[config.mk]
export PLATFORM = sky130hd
export DESIGN_NAME = particle_mass_concentration
export DESIGN_NICKNAME = d
export VERILOG_FILES = /design/src/sv/pmc_pkg.sv /design/src/sv/particle_mass_concentration.sv /design/src/sv/pmc_serial.sv
export SDC_FILE = /design/constraint.sdc
export NUM_CORES = 2
export LEC_CHECK = 0
export BUFFER_PORTS_ARGS = -buffer_cell sky130_fd_sc_hd__buf_2
export CORE_MARGIN = 4
export CORE_UTILIZATION = 40
export CTS_CLUSTER_DIAMETER = 120
export DETAILED_ROUTE_END_ITERATION = 10
export PLACE_DENSITY = 0.61
export REMOVE_ABC_BUFFERS = 1
export SETUP_SLACK_MARGIN = 0.05
export SYNTH_ARGS = -nofsm -noshare
export SYNTH_HDL_FRONTEND = slang
export SYNTH_SLANG_ARGS = --single-unit
[constraint.sdc]
create_clock -name i_clk -period 12.7 [get_ports i_clk]
set_input_delay 1.905 -clock i_clk [delete_from_list [all_inputs] [get_ports i_clk]]
set_output_delay 1.905 -clock i_clk [all_outputs]
set_load 0.02 [all_outputs]
[src/sv/pmc_pkg.sv]
`default_nettype none

package pmc_pkg;

    localparam int DP_W    = 112;
    localparam int MP_W    = 30;
    localparam int DVS_W   = 24;
    localparam int WET_W   = 52;
    localparam int CNT_W   = 7;
    localparam int MASS_W  = 40;

    localparam int CFG_IDX_W  = 2;
    localparam int CFG_DATA_W = 15;

    localparam logic [CFG_IDX_W-1:0] REG_DENSITY = 2'd0;
    localparam logic [CFG_IDX_W-1:0] REG_KAPPA   = 2'd1;
    localparam logic [CFG_IDX_W-1:0] REG_GROWTH  = 2'd2;

    localparam logic [14:0] DENSITY_RST = 15'd1650;
    localparam logic [11:0] KAPPA_RST   = 12'd307;

    localparam logic [MP_W-1:0]  MASS_SCALE  = 30'd878452976;
    localparam logic [DP_W-1:0]  NUM_SCALE   = 112'd1000000;
    localparam logic [23:0]      MIN_VOLUME  = 24'd1000;
    localparam logic [16:0]      MAX_MID_SUM = 17'd20480;
    localparam logic [WET_W-1:0] CUT_PM1     = 52'd1 << 33;
    localparam logic [WET_W-1:0] CUT_PM2P5   = 52'd125 << 30;
    localparam logic [WET_W-1:0] CUT_PM10    = 52'd1000 << 33;
    localparam logic [9:0]       RH_MIN      = 10'd100;
    localparam logic [9:0]       RH_CAP      = 10'd980;
    localparam logic [9:0]       RH_FULL     = 10'd1000;

    typedef struct packed {
        logic [23:0] bin_count;
        logic [15:0] edge_low;
        logic [15:0] edge_high;
        logic [23:0] volume_ul;
        logic [9:0]  rel_humidity;
        logic        last_bin;
    } t_in;

    typedef struct packed {
        logic [31:0] num_per_litre;
        logic [39:0] pm1_mass;
        logic [39:0] pm2p5_mass;
        logic [39:0] pm10_mass;
        logic        frame_done;
        logic        volume_too_small;
    } t_out;

    typedef enum logic [2:0] {
        DP_IDLE,
        DP_MUL_LD,
        DP_MUL,
        DP_DIV_LD,
        DP_DIV
    } t_dp_op;

    typedef struct packed {
        t_dp_op          op;
        logic [DP_W-1:0] opa;
        logic [MP_W-1:0] opb;
    } t_dp_cmd;

    typedef enum logic [4:0] {
        ST_IDLE,
        ST_START,
        ST_NUM_MUL,
        ST_NUM_DL,
        ST_NUM_DIV,
        ST_NUM_WB,
        ST_SQ,
        ST_CUBE_LD,
        ST_CUBE,
        ST_CUBE_WB,
        ST_G_MUL,
        ST_G_DL,
        ST_G_DIV,
        ST_G_WB,
        ST_CUT,
        ST_M_CNT,
        ST_M_DEN_LD,
        ST_M_DEN,
        ST_M_K_LD,
        ST_M_K,
        ST_M_DL,
        ST_M_DIV,
        ST_ACC,
        ST_DONE
    } t_state;

endpackage

`default_nettype wire

[src/sv/particle_mass_concentration.sv]
`default_nettype none

// Particle mass concentration from optical counter size bins.
// Input channel: i_valid / o_stall with i_data, one size bin per beat; a frame
// is the run of bins up to and including the one with last_bin set. Volume and
// humidity are taken from the first bin of each frame.
// Output channel: o_valid / i_stall with o_data, exactly one beat per input
// beat, in order. Mass sums are shown on the beat with frame_done set.
// Configuration: i_cfg_we writes i_cfg_data to register i_cfg_idx
// (0 density, 1 kappa, 2 growth enable). The user must write only while the
// block is idle; the block itself does not enforce it. One bin is worked
// through a single bit-serial multiply/divide unit, one bit per cycle. A
// small-volume frame skips the arithmetic, an oversized bin stops after the
// number concentration, a dry bin skips the growth step and a bin landing
// beyond PM10 adds no mass. The next bin can be taken in the cycle after the
// result reaches the output register; no new bin is taken before then.
// Reset clears the frame state, the sums, the output valid flag and restores
// the register defaults. A stalled output holds its beat; the block takes
// the next bin meanwhile and waits only when it has a second result ready.
module particle_mass_concentration (
    input  wire logic                             i_clk,
    input  wire logic                             i_rst_n,
    input  wire logic                             i_valid,
    output logic                                  o_stall,
    input  wire pmc_pkg::t_in                     i_data,
    output logic                                  o_valid,
    input  wire logic                             i_stall,
    output pmc_pkg::t_out                         o_data,
    input  wire logic                             i_cfg_we,
    input  wire logic [pmc_pkg::CFG_IDX_W-1:0]    i_cfg_idx,
    input  wire logic [pmc_pkg::CFG_DATA_W-1:0]   i_cfg_data
);

    pmc_pkg::t_state r_state, n_state;
    logic [pmc_pkg::CNT_W-1:0]  r_cnt, n_cnt;
    logic [14:0]                r_density;
    logic [11:0]                r_kappa;
    logic                       r_growth;
    logic                       r_in_frame, n_in_frame;
    logic [23:0]                r_vol, n_vol;
    logic [9:0]                 r_hum, n_hum;
    logic [23:0]                r_count, n_count;
    logic [16:0]                r_s, n_s;
    logic                       r_last, n_last;
    logic [31:0]                r_num, n_num;
    logic [pmc_pkg::WET_W-1:0]  r_wet, n_wet;
    logic [39:0]                r_pm1, n_pm1;
    logic [39:0]                r_pm25, n_pm25;
    logic [39:0]                r_pm10, n_pm10;
    logic                       r_out_valid, n_out_valid;
    pmc_pkg::t_out              r_out, n_out;

    pmc_pkg::t_dp_cmd           cmd;
    logic [pmc_pkg::DP_W-1:0]   acc;

    logic                       vol_small;
    logic                       grow;
    logic [9:0]                 rh;
    logic [19:0]                gden;
    logic [22:0]                gnum;
    logic                       accept;
    logic                       out_free;
    logic                       cnt_end;
    logic [39:0]                mass;

    function automatic logic [39:0] sat_add(input logic [39:0] a, input logic [39:0] b);
        logic [40:0] sum;
        sum = {1'b0, a} + {1'b0, b};
        return sum[40] ? '1 : sum[39:0];
    endfunction

    pmc_serial u_serial (
        .i_clk (i_clk),
        .i_cmd (cmd),
        .o_acc (acc)
    );

    always_comb begin
        vol_small = r_vol < pmc_pkg::MIN_VOLUME;
        rh        = (r_hum > pmc_pkg::RH_CAP) ? pmc_pkg::RH_CAP : r_hum;
        grow      = r_growth && (r_hum >= pmc_pkg::RH_MIN);
        gden      = {10'(pmc_pkg::RH_FULL - rh), 10'b0};
        gnum      = 23'(gden) + 23'(r_kappa) * 23'(rh);
        accept    = i_valid && !o_stall;
        out_free  = !r_out_valid || !i_stall;
        cnt_end   = r_cnt == '0;
        mass      = (acc[54:40] != '0) ? '1 : acc[39:0];
    end

    assign o_stall = r_state != pmc_pkg::ST_IDLE;

    always_comb begin
        n_state     = r_state;
        n_cnt       = cnt_end ? r_cnt : r_cnt - 1'b1;
        n_in_frame  = r_in_frame;
        n_vol       = r_vol;
        n_hum       = r_hum;
        n_count     = r_count;
        n_s         = r_s;
        n_last      = r_last;
        n_num       = r_num;
        n_wet       = r_wet;
        n_pm1       = r_pm1;
        n_pm25      = r_pm25;
        n_pm10      = r_pm10;
        n_out       = r_out;
        n_out_valid = r_out_valid && i_stall;
        cmd.op      = pmc_pkg::DP_IDLE;
        cmd.opa     = '0;
        cmd.opb     = '0;

        case (r_state)
            pmc_pkg::ST_IDLE: begin
                if (accept) begin
                    n_count = i_data.bin_count;
                    n_s     = 17'(i_data.edge_low) + 17'(i_data.edge_high);
                    n_last  = i_data.last_bin;
                    if (!r_in_frame) begin
                        n_vol      = i_data.volume_ul;
                        n_hum      = i_data.rel_humidity;
                        n_in_frame = 1'b1;
                    end
                    n_state = pmc_pkg::ST_START;
                end
            end
            pmc_pkg::ST_START: begin
                n_num = '0;
                if (vol_small) begin
                    n_state = pmc_pkg::ST_DONE;
                end else begin
                    cmd.op  = pmc_pkg::DP_MUL_LD;
                    cmd.opa = pmc_pkg::NUM_SCALE;
                    cmd.opb = pmc_pkg::MP_W'(r_count);
                    n_cnt   = pmc_pkg::CNT_W'(23);
                    n_state = pmc_pkg::ST_NUM_MUL;
                end
            end
            pmc_pkg::ST_NUM_MUL: begin
                cmd.op = pmc_pkg::DP_MUL;
                if (cnt_end) n_state = pmc_pkg::ST_NUM_DL;
            end
            pmc_pkg::ST_NUM_DL: begin
                cmd.op  = pmc_pkg::DP_DIV_LD;
                cmd.opa = {acc[43:0], 68'b0};
                cmd.opb = pmc_pkg::MP_W'(r_vol);
                n_cnt   = pmc_pkg::CNT_W'(43);
                n_state = pmc_pkg::ST_NUM_DIV;
            end
            pmc_pkg::ST_NUM_DIV: begin
                cmd.op = pmc_pkg::DP_DIV;
                if (cnt_end) n_state = pmc_pkg::ST_NUM_WB;
            end
            pmc_pkg::ST_NUM_WB: begin
                n_num = (acc[43:32] != '0) ? '1 : acc[31:0];
                if (r_s > pmc_pkg::MAX_MID_SUM) begin
                    n_state = pmc_pkg::ST_DONE;
                end else begin
                    cmd.op  = pmc_pkg::DP_MUL_LD;
                    cmd.opa = pmc_pkg::DP_W'(r_s);
                    cmd.opb = pmc_pkg::MP_W'(r_s);
                    n_cnt   = pmc_pkg::CNT_W'(16);
                    n_state = pmc_pkg::ST_SQ;
                end
            end
            pmc_pkg::ST_SQ: begin
                cmd.op = pmc_pkg::DP_MUL;
                if (cnt_end) n_state = pmc_pkg::ST_CUBE_LD;
            end
            pmc_pkg::ST_CUBE_LD: begin
                cmd.op  = pmc_pkg::DP_MUL_LD;
                cmd.opa = acc;
                cmd.opb = pmc_pkg::MP_W'(r_s);
                n_cnt   = pmc_pkg::CNT_W'(16);
                n_state = pmc_pkg::ST_CUBE;
            end
            pmc_pkg::ST_CUBE: begin
                cmd.op = pmc_pkg::DP_MUL;
                if (cnt_end) n_state = pmc_pkg::ST_CUBE_WB;
            end
            pmc_pkg::ST_CUBE_WB: begin
                n_wet = acc[pmc_pkg::WET_W-1:0];
                if (grow) begin
                    cmd.op  = pmc_pkg::DP_MUL_LD;
                    cmd.opa = acc;
                    cmd.opb = pmc_pkg::MP_W'(gnum);
                    n_cnt   = pmc_pkg::CNT_W'(22);
                    n_state = pmc_pkg::ST_G_MUL;
                end else begin
                    n_state = pmc_pkg::ST_CUT;
                end
            end
            pmc_pkg::ST_G_MUL: begin
                cmd.op = pmc_pkg::DP_MUL;
                if (cnt_end) n_state = pmc_pkg::ST_G_DL;
            end
            pmc_pkg::ST_G_DL: begin
                cmd.op  = pmc_pkg::DP_DIV_LD;
                cmd.opa = {acc[65:0], 46'b0};
                cmd.opb = pmc_pkg::MP_W'(gden);
                n_cnt   = pmc_pkg::CNT_W'(65);
                n_state = pmc_pkg::ST_G_DIV;
            end
            pmc_pkg::ST_G_DIV: begin
                cmd.op = pmc_pkg::DP_DIV;
                if (cnt_end) n_state = pmc_pkg::ST_G_WB;
            end
            pmc_pkg::ST_G_WB: begin
                n_wet   = acc[pmc_pkg::WET_W-1:0];
                n_state = pmc_pkg::ST_CUT;
            end
            pmc_pkg::ST_CUT: begin
                if (r_wet > pmc_pkg::CUT_PM10) begin
                    n_state = pmc_pkg::ST_DONE;
                end else begin
                    cmd.op  = pmc_pkg::DP_MUL_LD;
                    cmd.opa = pmc_pkg::DP_W'(r_wet);
                    cmd.opb = pmc_pkg::MP_W'(r_count);
                    n_cnt   = pmc_pkg::CNT_W'(23);
                    n_state = pmc_pkg::ST_M_CNT;
                end
            end
            pmc_pkg::ST_M_CNT: begin
                cmd.op = pmc_pkg::DP_MUL;
                if (cnt_end) n_state = pmc_pkg::ST_M_DEN_LD;
            end
            pmc_pkg::ST_M_DEN_LD: begin
                cmd.op  = pmc_pkg::DP_MUL_LD;
                cmd.opa = acc;
                cmd.opb = pmc_pkg::MP_W'(r_density);
                n_cnt   = pmc_pkg::CNT_W'(14);
                n_state = pmc_pkg::ST_M_DEN;
            end
            pmc_pkg::ST_M_DEN: begin
                cmd.op = pmc_pkg::DP_MUL;
                if (cnt_end) n_state = pmc_pkg::ST_M_K_LD;
            end
            pmc_pkg::ST_M_K_LD: begin
                cmd.op  = pmc_pkg::DP_MUL_LD;
                cmd.opa = acc;
                cmd.opb = pmc_pkg::MASS_SCALE;
                n_cnt   = pmc_pkg::CNT_W'(29);
                n_state = pmc_pkg::ST_M_K;
            end
            pmc_pkg::ST_M_K: begin
                cmd.op = pmc_pkg::DP_MUL;
                if (cnt_end) n_state = pmc_pkg::ST_M_DL;
            end
            pmc_pkg::ST_M_DL: begin
                // the scale shift is dropped before dividing by volume
                cmd.op  = pmc_pkg::DP_DIV_LD;
                cmd.opa = {acc[111:57], 57'b0};
                cmd.opb = pmc_pkg::MP_W'(r_vol);
                n_cnt   = pmc_pkg::CNT_W'(54);
                n_state = pmc_pkg::ST_M_DIV;
            end
            pmc_pkg::ST_M_DIV: begin
                cmd.op = pmc_pkg::DP_DIV;
                if (cnt_end) n_state = pmc_pkg::ST_ACC;
            end
            pmc_pkg::ST_ACC: begin
                n_pm10 = sat_add(r_pm10, mass);
                if (r_wet <= pmc_pkg::CUT_PM2P5) n_pm25 = sat_add(r_pm25, mass);
                if (r_wet <= pmc_pkg::CUT_PM1)   n_pm1  = sat_add(r_pm1, mass);
                n_state = pmc_pkg::ST_DONE;
            end
            pmc_pkg::ST_DONE: begin
                if (out_free) begin
                    n_out_valid                = 1'b1;
                    n_out.num_per_litre        = r_num;
                    n_out.pm1_mass             = r_last ? r_pm1 : '0;
                    n_out.pm2p5_mass           = r_last ? r_pm25 : '0;
                    n_out.pm10_mass            = r_last ? r_pm10 : '0;
                    n_out.frame_done           = r_last;
                    n_out.volume_too_small     = vol_small;
                    if (r_last) begin
                        n_pm1      = '0;
                        n_pm25     = '0;
                        n_pm10     = '0;
                        n_in_frame = 1'b0;
                    end
                    n_state = pmc_pkg::ST_IDLE;
                end
            end
            default: begin
                n_state = pmc_pkg::ST_IDLE;
            end
        endcase
    end

    always_ff @(posedge i_clk) begin
        if (!i_rst_n) begin
            r_state     <= pmc_pkg::ST_IDLE;
            r_in_frame  <= 1'b0;
            r_vol       <= '0;
            r_hum       <= '0;
            r_pm1       <= '0;
            r_pm25      <= '0;
            r_pm10      <= '0;
            r_out_valid <= 1'b0;
        end else begin
            r_state     <= n_state;
            r_in_frame  <= n_in_frame;
            r_vol       <= n_vol;
            r_hum       <= n_hum;
            r_pm1       <= n_pm1;
            r_pm25      <= n_pm25;
            r_pm10      <= n_pm10;
            r_out_valid <= n_out_valid;
        end
    end

    always_ff @(posedge i_clk) begin
        r_cnt   <= n_cnt;
        r_count <= n_count;
        r_s     <= n_s;
        r_last  <= n_last;
        r_num   <= n_num;
        r_wet   <= n_wet;
        r_out   <= n_out;
    end

    always_ff @(posedge i_clk) begin
        if (!i_rst_n) begin
            r_density <= pmc_pkg::DENSITY_RST;
            r_kappa   <= pmc_pkg::KAPPA_RST;
            r_growth  <= 1'b0;
        end else if (i_cfg_we) begin
            case (i_cfg_idx)
                pmc_pkg::REG_DENSITY: r_density <= i_cfg_data;
                pmc_pkg::REG_KAPPA:   r_kappa   <= i_cfg_data[11:0];
                pmc_pkg::REG_GROWTH:  r_growth  <= i_cfg_data[0];
                default: begin
                end
            endcase
        end
    end

    assign o_valid = r_out_valid;
    assign o_data  = r_out;

`ifndef SYNTHESIS
    a_small_zero: assert property (@(posedge i_clk) disable iff (!i_rst_n)
        o_valid && o_data.volume_too_small |-> o_data.num_per_litre == '0
            && o_data.pm1_mass == '0 && o_data.pm10_mass == '0)
        else $error("small volume beat carries nonzero values");

    a_sums_only_at_end: assert property (@(posedge i_clk) disable iff (!i_rst_n)
        o_valid && !o_data.frame_done |-> o_data.pm1_mass == '0
            && o_data.pm2p5_mass == '0 && o_data.pm10_mass == '0)
        else $error("mass sums shown before end of frame");

    a_busy_after_accept: assert property (@(posedge i_clk) disable iff (!i_rst_n)
        accept |=> o_stall && !$stable(r_state))
        else $error("accepted bin did not start work");

    a_done_loads_output: assert property (@(posedge i_clk) disable iff (!i_rst_n)
        r_state == pmc_pkg::ST_DONE && out_free |=> r_out_valid && r_state == pmc_pkg::ST_IDLE)
        else $error("finished result not loaded");

    a_frame_cleared: assert property (@(posedge i_clk) disable iff (!i_rst_n)
        r_state == pmc_pkg::ST_DONE && out_free && r_last |=> !r_in_frame && r_pm10 == '0)
        else $error("frame state not cleared after last bin");
`endif

endmodule

`default_nettype wire

[src/sv/pmc_serial.sv]
`default_nettype none

// bit-serial shift-add multiplier and restoring divider sharing one register
module pmc_serial (
    input  wire logic               i_clk,
    input  wire pmc_pkg::t_dp_cmd   i_cmd,
    output logic [pmc_pkg::DP_W-1:0] o_acc
);

    logic [pmc_pkg::DP_W-1:0]  r_acc;
    logic [pmc_pkg::DP_W-1:0]  r_mc;
    logic [pmc_pkg::MP_W-1:0]  r_mp;
    logic [pmc_pkg::DVS_W-1:0] r_rem;
    logic [pmc_pkg::DVS_W-1:0] r_dvs;

    logic [pmc_pkg::DVS_W:0]   trial;
    logic                      ge;

    always_comb begin
        trial = {r_rem, r_acc[pmc_pkg::DP_W-1]};
        ge    = trial >= {1'b0, r_dvs};
    end

    always_ff @(posedge i_clk) begin
        case (i_cmd.op)
            pmc_pkg::DP_MUL_LD: begin
                r_acc <= '0;
                r_mc  <= i_cmd.opa;
                r_mp  <= i_cmd.opb;
            end
            pmc_pkg::DP_MUL: begin
                if (r_mp[0]) begin
                    r_acc <= r_acc + r_mc;
                end
                r_mc <= {r_mc[pmc_pkg::DP_W-2:0], 1'b0};
                r_mp <= {1'b0, r_mp[pmc_pkg::MP_W-1:1]};
            end
            pmc_pkg::DP_DIV_LD: begin
                r_acc <= i_cmd.opa;
                r_rem <= '0;
                r_dvs <= i_cmd.opb[pmc_pkg::DVS_W-1:0];
            end
            pmc_pkg::DP_DIV: begin
                // quotient bits enter at the bottom as dividend bits leave the top
                r_rem <= ge ? pmc_pkg::DVS_W'(trial - {1'b0, r_dvs})
                            : trial[pmc_pkg::DVS_W-1:0];
                r_acc <= {r_acc[pmc_pkg::DP_W-2:0], ge};
            end
            default: begin
            end
        endcase
    end

    assign o_acc = r_acc;

endmodule

`default_nettype wire
==> flow_metrics.tcl <==
set metrics [dict create \
    result_of_the_run "complete, but fails checks" \
    failed_checks "DRC" \
    synth.distinct_cells 85 \
    timing_hold_violations_final 0 \
    synth_seq_cells 778 \
    cts_tree "yes" \
    numCtsBuffers 91 \
    post_cts_buffers 0 \
    floorplan.die_area_sq_um 132000 \
    endpoint_kind "flip-flop" \
    cts_root_buffer "sky130_fd_sc_hd__clkbuf_16" \
    timing.setup.tns_ps 0 \
    cp-start-kind "flip-flop" \
    worstPathArrival_ps 7840 \
    finalWirelength_um 166000 \
    drv_slew 0 \
    antenna_found_initial 10 \
    grt.overflow.total 0 \
    ys_async_sr_fraction_pct 0 \
    setup_viol 0 \
    synth.yosys.warnings 0 \
    wl_per_cell_um 22.9 \
    critical_path.startpoint "r_hum[7]" \
    use_met2_pct 36.4 \
    layout.cells.most_common "sky130_fd_sc_hd__nand2_1" \
    area_growth_pct 12.6 \
    fin_worst_skew_ps 88.1 \
    overall_routing_resource_usage_pct 24.4 \
    slew-limit-headroom_pct 15.6 \
    level_count_of_the_clock_h_tree 3 \
    clkSlewWorstSetupHoldPaths_ps 60 \
    worst_setup_path_endpoint "u_serial.r_mp[21]" \
    global_route_wire_length_before_repair_um 250000 \
    power.switching_mw 6.52 \
    met1_usage_pct 35.2 \
    die_x_um 363 \
    start_util_pct 40.2 \
    combinationalPowerShare_pct 48.7 \
    clkLatencyLatePin_ps 750 \
    initialDrtViolationCount 5072 \
    fillCellCount 12000 \
    grt_pass1_vias 39900 \
    postLayoutSetupSlackWorst_ps 5460 \
    cts-root-to-sink-buffers 3 \
    route.vias.total 42800 \
    clock_sink_count 778 \
    post_cts.resized_instances 0 \
    cellPowerDensity_nw_per_um2 253 \
    drc_errors 1 \
    global_route_met3_utilization_pct 5.17 \
    grt_setup_unrepaired "no" \
    slowest_delay_ps 720 \
    first_pass_iters 11 \
    grt_start_max_net_pins 79 \
    rr_worst_depth 24 \
    post_synth_instance_area_sq_um 50500 \
    most-common-layout-cells "830 x sky130_fd_sc_hd__nand2_1, 582 x sky130_fd_sc_hd__edfxtp_1, 390 x sky130_fd_sc_hd__a21oi_1" \
    post-route-period-util_pct 57.0 \
    largest_fanout_on_the_critical_path 17 \
    detail-route-antenna-nets 0 \
    power_frac_seq_pct 31.2 \
    rrSetupSlack_ps 5460 \
    clock.fmax_ghz 0.138 \
    critical_path.reg2reg.endpoint "u_serial.r_mp[21]" \
    via_per_inst 5.89 \
    worst_hold_path_type "reg2reg" \
    top_usage_layer "met2" \
    core_area_sq_um 126000 \
    placementRows 130 \
    port_buffers 268 \
    gpl.final_weighted_congestion 0.955 \
    die_h_um 363 \
    worstPathCellList "and3_1 -> nand2_1 -> o21a_1 -> nand2_1 -> fa_1 -> fa_1 -> inv_1 -> ha_1 -> fa_1 -> inv_1 -> fa_1 -> inv_1 -> ha_1 -> o21ai_0 -> a21boi_0 -> o21ai_0 -> a21boi_0 -> o21bai_1 -> a31oi_1 -> o21ai_0 -> a22oi_1 -> mux2_2 -> o21ai_0 -> a21o_1" \
    postSynthCellCount 5380 \
    leakage_power_nw 24.5 \
    power.clock.fraction_pct 20.1 \
    critical_path_required_ps 13300 \
    worstMarginPinSlew_ps 1260 \
    dp_slack_ps 5500 \
    cap_violations 0 \
    p_int_mw 7.85 \
    finalCriticalPeriod_ps 7240 \
    ioPinCount 269 \
    cp_slowest_cell "sky130_fd_sc_hd__dfxtp_1" \
    r2r-start "r_hum[7]" \
    worstSetupPathType "reg2reg" \
    ys.flop_type "sky130_fd_sc_hd__edfxtp_1" \
    synthesis.area_per_instance_sq_um 9.38 \
    proportion_of_layout_cells_with_a_drive_suffix_above_1_pct 10.9 \
    hpwl_um 121000 \
    final_nets 6066 \
    power.switching_fraction_pct 45.4 \
    peakVddDrop_uv 265 \
    cts-hold-fix-buffers 0 \
    synth_sequential_area_ratio_pct 42.4 \
    synth-edff-count 582 \
]
-- state kept, by name, summed over array words and instances (netlist names), 7 cells and up --
| signal | count |
|---|---|
| r_s | 17 |
| r_pm1 | 40 |
| u_serial.r_dvs | 24 |
| r_wet | 52 |
| r_hum | 10 |
| u_serial.r_rem | 24 |
| r_cnt | 7 |
| r_pm10 | 40 |
| o_data | 154 |
| r_count | 24 |
| r_kappa | 12 |
| u_serial.r_mp | 30 |
| u_serial.r_mc | 112 |
| r_vol | 24 |
| u_serial.o_acc | 112 |
| r_pm25 | 40 |
| r_density | 15 |
| r_num | 32 |
-- layer usage --
metal | vias to the layer above | routed length [um]
met5 | - | 0
met4 | 0 | 5360
met3 | 285 | 16700
met2 | 2010 | 71600
met1 | 20600 | 72600
li1 | 19900 | -
-- logic make-up (layout without fill, tap and decap cells) --
family                   count (synthesis)  in the layout  share of synthesized area (%)
AO/OA/AOI/OAI                         1504           1504                           19.7
XOR/XNOR                               255            255                           4.42
adder cells (fa/ha/maj)                432            432                           12.1
buffers and inverters                  589            809                           4.47
flip-flops                             778            778                           42.4
multiplexers                            19             19                          0.384
other                                    0             15                              0
AND/OR/NAND/NOR                       1803           1803                           16.5
-- cells in the mapped netlist (35+ instances only) --
cell | count | area [sq um]
sky130_fd_sc_hd__o21bai_1 | 48 | 360
sky130_fd_sc_hd__edfxtp_1 | 582 | 17500
sky130_fd_sc_hd__clkbuf_1 | 256 | 961
sky130_fd_sc_hd__a222oi_1 | 102 | 1020
sky130_fd_sc_hd__and3_1 | 36 | 225
sky130_fd_sc_hd__or2_2 | 51 | 319
sky130_fd_sc_hd__xor2_1 | 92 | 806
sky130_fd_sc_hd__xnor2_1 | 163 | 1430
sky130_fd_sc_hd__fa_1 | 96 | 1920
sky130_fd_sc_hd__a21o_1 | 176 | 1320
sky130_fd_sc_hd__nor3_1 | 75 | 375
sky130_fd_sc_hd__o21ai_0 | 348 | 1740
sky130_fd_sc_hd__o21a_1 | 70 | 526
sky130_fd_sc_hd__and2_1 | 193 | 1210
sky130_fd_sc_hd__a21oi_1 | 392 | 1960
sky130_fd_sc_hd__a31oi_1 | 41 | 257
sky130_fd_sc_hd__nand3_1 | 98 | 490
sky130_fd_sc_hd__inv_1 | 288 | 1080
sky130_fd_sc_hd__nor4_1 | 37 | 231
sky130_fd_sc_hd__o221ai_1 | 53 | 464
sky130_fd_sc_hd__dfxtp_1 | 196 | 3920
sky130_fd_sc_hd__buf_2 | 35 | 175
sky130_fd_sc_hd__ha_1 | 336 | 4200
sky130_fd_sc_hd__nor2_1 | 289 | 1080
sky130_fd_sc_hd__nand4_1 | 76 | 475
sky130_fd_sc_hd__nand2_1 | 831 | 3120
-- power groups by stage --
stage | combinational (mW) | clock, mW | sequential [mW]
after floorplan | 4.70 | 0 | 4.32
after global placement | 6.77 | 0 | 4.49
after detailed placement | 6.81 | 0 | 4.49
after CTS | 6.86 | 2.93 | 4.45
after global routing | 7.62 | 3.04 | 4.52
final | 6.99 | 2.89 | 4.48
-- per-stage QoR --
step	hold WS (ps)	util [%]	instances	instance area, sq um	power [mW]
after floorplan	400	-	5082	49300	9.03
after global placement	403	42.6	7078	53500	11.3
after detailed placement	405	42.6	7078	53500	11.3
after CTS	374	45.2	7250	56800	14.2
after global routing	394	45.2	7250	56800	15.2
final	386	45.3	7265	56800	14.4
-- worst min path at each step --
stage | startpoint | endpoint | cells after the start
floorplan | r_num[0] | o_data[122] | 0
global placement | r_num[8] | o_data[130] | 0
detailed placement | r_num[27] | o_data[149] | 0
CTS | r_num[8] | o_data[130] | 0
global route | r_num[8] | o_data[130] | 0
finish | r_num[8] | o_data[130] | 0
-- critical path, delay by kind of cell (launching register included) --
| kind | cells | cell delay (ps) |
|---|---|---|
| adders and majority gates | 6 | 2660 |
| buffers and inverters | 3 | 150 |
| muxes | 1 | 350 |
| DFF | 1 | 720 |
| and+or+nand+nor | 3 | 660 |
| AOI/OAI and AO/OA | 11 | 2550 |
-- final cells by class --
cell class / count / area, sq um / share of cell area [%]
flip-flops and latches: 778 / 21400 / 37.6
diodes: 15 / 37.5 / 0.0660
clock buffers: 114 / 2460 / 4.33
clock inverters: 58 / 843 / 1.48
inverters: 291 / 1090 / 1.92
repair buffers: 346 / 1930 / 3.39
multi-input cells: 4013 / 27000 / 47.5
well taps: 1650 / 2060 / 3.63
Power figures use the tool's default switching activity.
